$ cat src/sv/sme_pkg.sv
// ----------------------------------------------------------------------------
// sme_pkg: shared types and constants for the moving average core
// Item structs, controller state, command and status bundles.
// ----------------------------------------------------------------------------
package sme_pkg;

	localparam int SAMPLE_W   = 32;
	localparam int PERIOD_W   = 9;
	localparam int WEIGHT_W   = 17;
	localparam int FRAC_W     = 16;
	localparam int EXP_W      = SAMPLE_W + FRAC_W;
	localparam int DIVR_W     = PERIOD_W + 1;
	localparam int DEF_PERIOD = 20;
	// 2.0 in Q2.16
	localparam int WEIGHT_NUM = 131072;

	typedef struct packed {
		logic [SAMPLE_W-1:0] price;
		logic                series_start;
	} sme_in_t;

	typedef struct packed {
		logic [SAMPLE_W-1:0] window_mean;
		logic                mean_ready;
		logic [SAMPLE_W-1:0] exp_mean;
	} sme_out_t;

	typedef enum logic [2:0] {
		ST_IDLE,
		ST_WGT_GO,
		ST_WGT_WAIT,
		ST_PREP,
		ST_UPD,
		ST_EMA,
		ST_DIV_WAIT,
		ST_DONE
	} sme_state_t;

	typedef struct packed {
		logic load;
		logic wgt_start;
		logic wgt_load;
		logic prep;
		logic upd;
		logic ema;
		logic out_load;
	} sme_cmd_t;

	typedef struct packed {
		logic wgt_stale;
		logic div_done;
	} sme_sts_t;

endpackage

$ cat src/sv/sme_ctrl.sv
// ----------------------------------------------------------------------------
// sme_ctrl: moving average controller
// Sequences weight refresh, window update, EMA update, mean divide and output.
// ----------------------------------------------------------------------------
module sme_ctrl
	import sme_pkg::*;
(
	input  logic     clk,
	input  logic     arst_n,
	input  logic     sample_valid,
	output logic     sample_ready,
	output logic     result_valid,
	input  logic     result_ready,
	input  sme_sts_t sts,
	output sme_cmd_t cmd
);

	sme_state_t state_q;
	sme_state_t state_d;
	logic       out_valid_q;

	always_ff @(posedge clk or negedge arst_n) begin
		if (!arst_n) begin
			state_q <= ST_IDLE;
		end else begin
			state_q <= state_d;
		end
	end

	always_ff @(posedge clk or negedge arst_n) begin
		if (!arst_n) begin
			out_valid_q <= 1'b0;
		end else if (cmd.out_load) begin
			out_valid_q <= 1'b1;
		end else if (result_ready) begin
			out_valid_q <= 1'b0;
		end
	end

	always_comb begin
		state_d      = state_q;
		cmd          = '0;
		sample_ready = 1'b0;
		case (state_q)
			ST_IDLE: begin
				sample_ready = 1'b1;
				if (sample_valid) begin
					cmd.load = 1'b1;
					state_d  = sts.wgt_stale ? ST_WGT_GO : ST_PREP;
				end
			end
			ST_WGT_GO: begin
				cmd.wgt_start = 1'b1;
				state_d       = ST_WGT_WAIT;
			end
			ST_WGT_WAIT: begin
				if (sts.div_done) begin
					cmd.wgt_load = 1'b1;
					state_d      = ST_PREP;
				end
			end
			ST_PREP: begin
				cmd.prep = 1'b1;
				state_d  = ST_UPD;
			end
			ST_UPD: begin
				cmd.upd = 1'b1;
				state_d = ST_EMA;
			end
			ST_EMA: begin
				cmd.ema = 1'b1;
				state_d = ST_DIV_WAIT;
			end
			ST_DIV_WAIT: begin
				if (sts.div_done) begin
					state_d = ST_DONE;
				end
			end
			ST_DONE: begin
				if (!out_valid_q || result_ready) begin
					cmd.out_load = 1'b1;
					state_d      = ST_IDLE;
				end
			end
			default: begin
				state_d = ST_IDLE;
			end
		endcase
	end

	assign result_valid = out_valid_q;

`ifndef SYNTHESIS
	a_done_in_wait: assert property (@(posedge clk) disable iff (!arst_n)
		sts.div_done |-> (state_q == ST_WGT_WAIT || state_q == ST_DIV_WAIT))
		else $error("divider finished outside a wait state");

	a_one_item: assert property (@(posedge clk) disable iff (!arst_n)
		(sample_valid && sample_ready) |=> !sample_ready)
		else $error("second item taken while one is in flight");

	a_load_shows: assert property (@(posedge clk) disable iff (!arst_n)
		cmd.out_load |=> result_valid)
		else $error("loaded result not presented");
`endif

endmodule

$ cat config.mk
export PLATFORM = sky130hd
export DESIGN_NAME = sme_ctrl
export DESIGN_NICKNAME = d
export VERILOG_FILES = /design/src/sv/sme_pkg.sv /design/src/sv/sme_ctrl.sv
export SDC_FILE = /design/constraint.sdc
export NUM_CORES = 1
export LEC_CHECK = 0
export ABC_AREA = 1
export BUFFER_PORTS_ARGS = -buffer_cell sky130_fd_sc_hd__buf_2
export CORE_AREA = 2 2 39 41
export CTS_BUF_LIST = sky130_fd_sc_hd__clkbuf_4
export DETAILED_ROUTE_END_ITERATION = 12
export DIE_AREA = 0 0 41 43
export PLACE_DENSITY = 0.57
export RECOVER_POWER = 25
export SYNTH_ARGS = -nofsm -noshare
export SYNTH_HDL_FRONTEND = slang
export SYNTH_SLANG_ARGS = --single-unit
export TNS_END_PERCENT = 1
$ cat constraint.sdc
create_clock -name clk -period 2.6 [get_ports clk]
set_input_delay 0.13 -clock clk [delete_from_list [all_inputs] [get_ports clk]]
set_output_delay 0.13 -clock clk [all_outputs]
set_load 0.02 [all_outputs]
---- Word level (Yosys, flattened, before mapping) ----
Cells that the tools add are included.
operators by class
  eq/ne operators ......................... 11
  muxes and demuxes ....................... 19
  reductions and logical operators ........ 5
operator list
  cell                count
  $pmux 3 s8          1
  $mux 1              13
  $eq 3x3->1 const B  4
  $mux 3              4
  $ne 2x2->1 const B  4
  $eq 3x2->1 const B  2
  $reduce_and 4->1    1
  $eq 3x1->1 const B  1
  $logic_not 3->1     1
  $mux 2              1
  $reduce_bool 2->1   1
  $logic_not 1->1     1
  $logic_or 1x1->1    1
word-level totals
  logic and storage cells ................. 37
  output and inout port bits .............. 9
  input bits .............................. 6
  register bits after elaboration ......... 4

---- Logic depth before layout (Yosys ltp) ----
  depth in word-level cells ............... 5
  gate-level depth with buffers ........... 8
  depth with buffers taken out ............ 7

---- Least setup slack after synthesis ----
No wires, ideal clock.
  path type ............................... reg-to-reg
  from .................................... register state_q[1]
  to ...................................... register state_q[1]
  setup slack ............................. 1322 ps
  period minus slack after synthesis ...... 1278 ps
  cell stages (with the launch flop) ...... 9
  setup time .............................. 65 ps
  path buffers ............................ 1
  data arrival time ....................... 1213 ps
  data required time ...................... 2535 ps
  cells stage by stage .................... dfrtp_1 buf_4 nor2_2 inv_2 nor2_1 nand2_1 nand2_1 nand2_1 nand2_1
on the way
  longest elaborated chain between the ends .. 3
  elaborated cells on any way between the ends .. 14
  classes of those cells .................. eq/ne: 11; mux: 1; reduce/logical: 2
ends and longest elaborated chain
  element                                   line            RTL
  start, declared                           sme_ctrl.sv:18  sme_state_t state_q;
  start signal, assigned                    sme_ctrl.sv:26  state_q <= state_d;
  $eq 3x3->1, or another cell as far along  sme_ctrl.sv:44  case (state_q)
  $ne 2x2->1 (no line)                      n/a
  $reduce_and 4->1 (no line)                n/a
Several ways; a longest one is shown, not always the timed one.
A chain may end at the register's enable or synchronous reset.

==> flow_summary.json <==
{
  "die_area_mm2": 0.001763,
  "syn_area_um2": 314.1,
  "dp_slack_ns": 1.462,
  "start_util_pct": 22.69,
  "powerDensity_mw_per_mm2": 1280,
  "synth_compound_area_share_pct": 7.968,
  "yosys.area_share.adder_pct": 0,
  "setup_ws_ns": 1.226,
  "final_common_cell": "buf_2",
  "hold_path.class": "input pin to flip-flop",
  "drt-wirelength-per-cell_um": 8.639,
  "synth.net_count": 56,
  "nets": 75,
  "final_layout_size_suffix_gt1_share_pct": 35.82,
  "dp_hpwl_um": 563.6,
  "dpl.cell_count": 79,
  "vias_per_cell": 4.193,
  "maxSlewViolCount": 0,
  "drv_cap": 0,
  "p_leak_nw": 0.2620,
  "cts_root_buffer": "clkbuf_4",
  "critPathKind": "flip-flop to output port",
  "grt_start_max_net_pins": 9,
  "syn2layout_area_growth_pct": 36.25,
  "cts_htree_levels": 1,
  "final_cell_mix": "buf_2 (13), nor2_1 (10), inv_1 (8), nand2_1 (8), nand3_1 (5)",
  "synth_top_family_by_area": "simple AND/OR/NAND/NOR gates",
  "core_mm2": 0.001384,
  "clock.fmax_ghz": 0.7280,
  "setup.worst_path.end_class": "output port",
  "die_y_um": 43,
  "drc": 0,
  "hold_violations": 0,
  "antenna_found_initial": 0,
  "cts_tree": "built",
  "finalCriticalPeriod_ns": 1.374,
  "syn_avg_cell_area_um2": 6.281,
  "cts_hold_buf": 1,
  "peakVddDrop_mv": 0.3531,
  "ant_nets": 0,
  "synth_mux_area_share_pct": 0,
  "synth_warnings": 0,
  "grt-ovfl-total": 0,
  "io_buffers": 14,
  "firstDrtPassIters": 4,
  "crit_fanout": 7,
  "die_w_um": 41,
  "setup_tns_ns": 0,
  "cts_buffers": 3,
  "yosys.area_share.simple_pct": 44.62,
  "max_slew_margin_pct": 80.94,
  "globalplace.congestion": 0.7471,
  "clk_pin_slew_ns": 0.04,
  "synth-seq-cells": 4,
  "finalCritPeriodShare_pct": 52.83,
  "grt_pass1_vias": 328,
  "fin_skew_ns": 0.002005,
  "rows": 14,
  "cts.sinks": 4,
  "cp_data_arrival_time_ns": 1.24,
  "cp.required_ns": 2.47,
  "clk_path_buf_depth": 2,
  "synth-xor-area-share_pct": 0,
  "drtIter0Drc": 5,
  "vias": 348,
  "ios": 15,
  "cts_resized": 0,
  "grt_use_total_pct": 10.25,
  "critPathLaunchType": "flip-flop",
  "status": "completed",
  "cts_setup_buffers": 0,
  "netlist-cell-type-count": 14,
  "setup_viol": 0,
  "layoutNonFillerInstCount": 83,
  "wirelength_um": 717,
  "synthCells": 50,
  "grt_pass1_wl_um": 1186,
  "clock_latency_ns": 0.23,
  "rsz0062_at_grt": "no",
  "antennaDiodeCount": 0,
  "worst_pin_slew_ns": 0.2859,
  "ys_seq_area_share_pct": 31.87
}
==> power breakdown <==
part / switching, W / leakage (nW) / internal [W]
sequential: 0.0000601 / 0.0495 / 0.0000949
combinational: 0.000208 / 0.199 / 0.000109
clock: 0.0000240 / 0.0138 / 0.0000515
==> metal layers <==
metal | track usage, % | up-vias | share of wire [%]
li1 | - | 187 | -
met1 | 11.61 | 152 | 46
met2 | 15.00 | 9 | 50
met3 | 0 | 0 | 3.8
met4 | 12.00 | 0 | 0
met5 | 0 | - | 0
==> final cells by class <==
class | count | area [um2]
timing repair buffer | 15 | 78.83
inverter | 11 | 41.29
tap | 16 | 20.02
fill | 163 | 955.9
clock buffer | 3 | 22.52
sequential | 4 | 100.1
multi-input combinational | 34 | 165.2
==> state kept, by name, indices dropped and copies added, names as in the netlist <==
register and cells:
result_valid 1, state_q 3
==> metrics by stage <==
stage	cell area [um2]	utilization, %	total power, W	hold WS [ns]
after global routing	427.9	30.92	0.0005976	0.2173
after global placement	396.6	28.66	0.0004717	-0.06078
after floorplan	314.1	-	0.0003928	-0.1656
after detailed placement	396.6	28.66	0.0004720	-0.06190
after CTS	429.2	31.01	0.0005557	0.1757
final	427.9	30.92	0.0005477	0.1849
==> worst max-delay path: stages, from the launching register on <==
cell and delay [ns]:
dfrtp_1 0.47, nor2_2 0.19, inv_2 0.05, nor3_1 0.11, buf_2 0.19
==> final timing paths <==
| check | end | startpoint | cells past startpoint | slack (ns) |
|---|---|---|---|---|
| worst max-delay path | cmd[6] | state_q[0] | 4 | 1.23 |
| worst min-delay path | result_valid | result_ready | 4 | 0.18 |
| worst max register to register | state_q[1] | state_q[1] | 7 | 1.45 |
| worst min register to register | result_valid | result_valid | 4 | 0.62 |
| max in group asynchronous | result_valid | arst_n | 2 | 2.15 |
| min in group asynchronous | state_q[1] | arst_n | 2 | 0.27 |
==> kinds of logic (layout without fill, tap and decap cells) <==
| logic type | after synthesis | after routing |
|---|---|---|
| buffers and inverters | 12 | 29 |
| AND/OR/NAND/NOR | 29 | 29 |
| flip-flops | 4 | 4 |
| AO/OA/AOI/OAI | 5 | 5 |
==> cells in the mapped netlist, drive strengths merged <==
cell	instances	area, um2
nand3	7	45.04
inv	11	41.29
nor3	2	15.01
dfrtp	4	100.1
buf	1	7.510
nor2	12	50.05
o21ai	3	15.01
nand2	8	30.03
a21oi	2	10.01
Power figures use the tool's default switching activity.
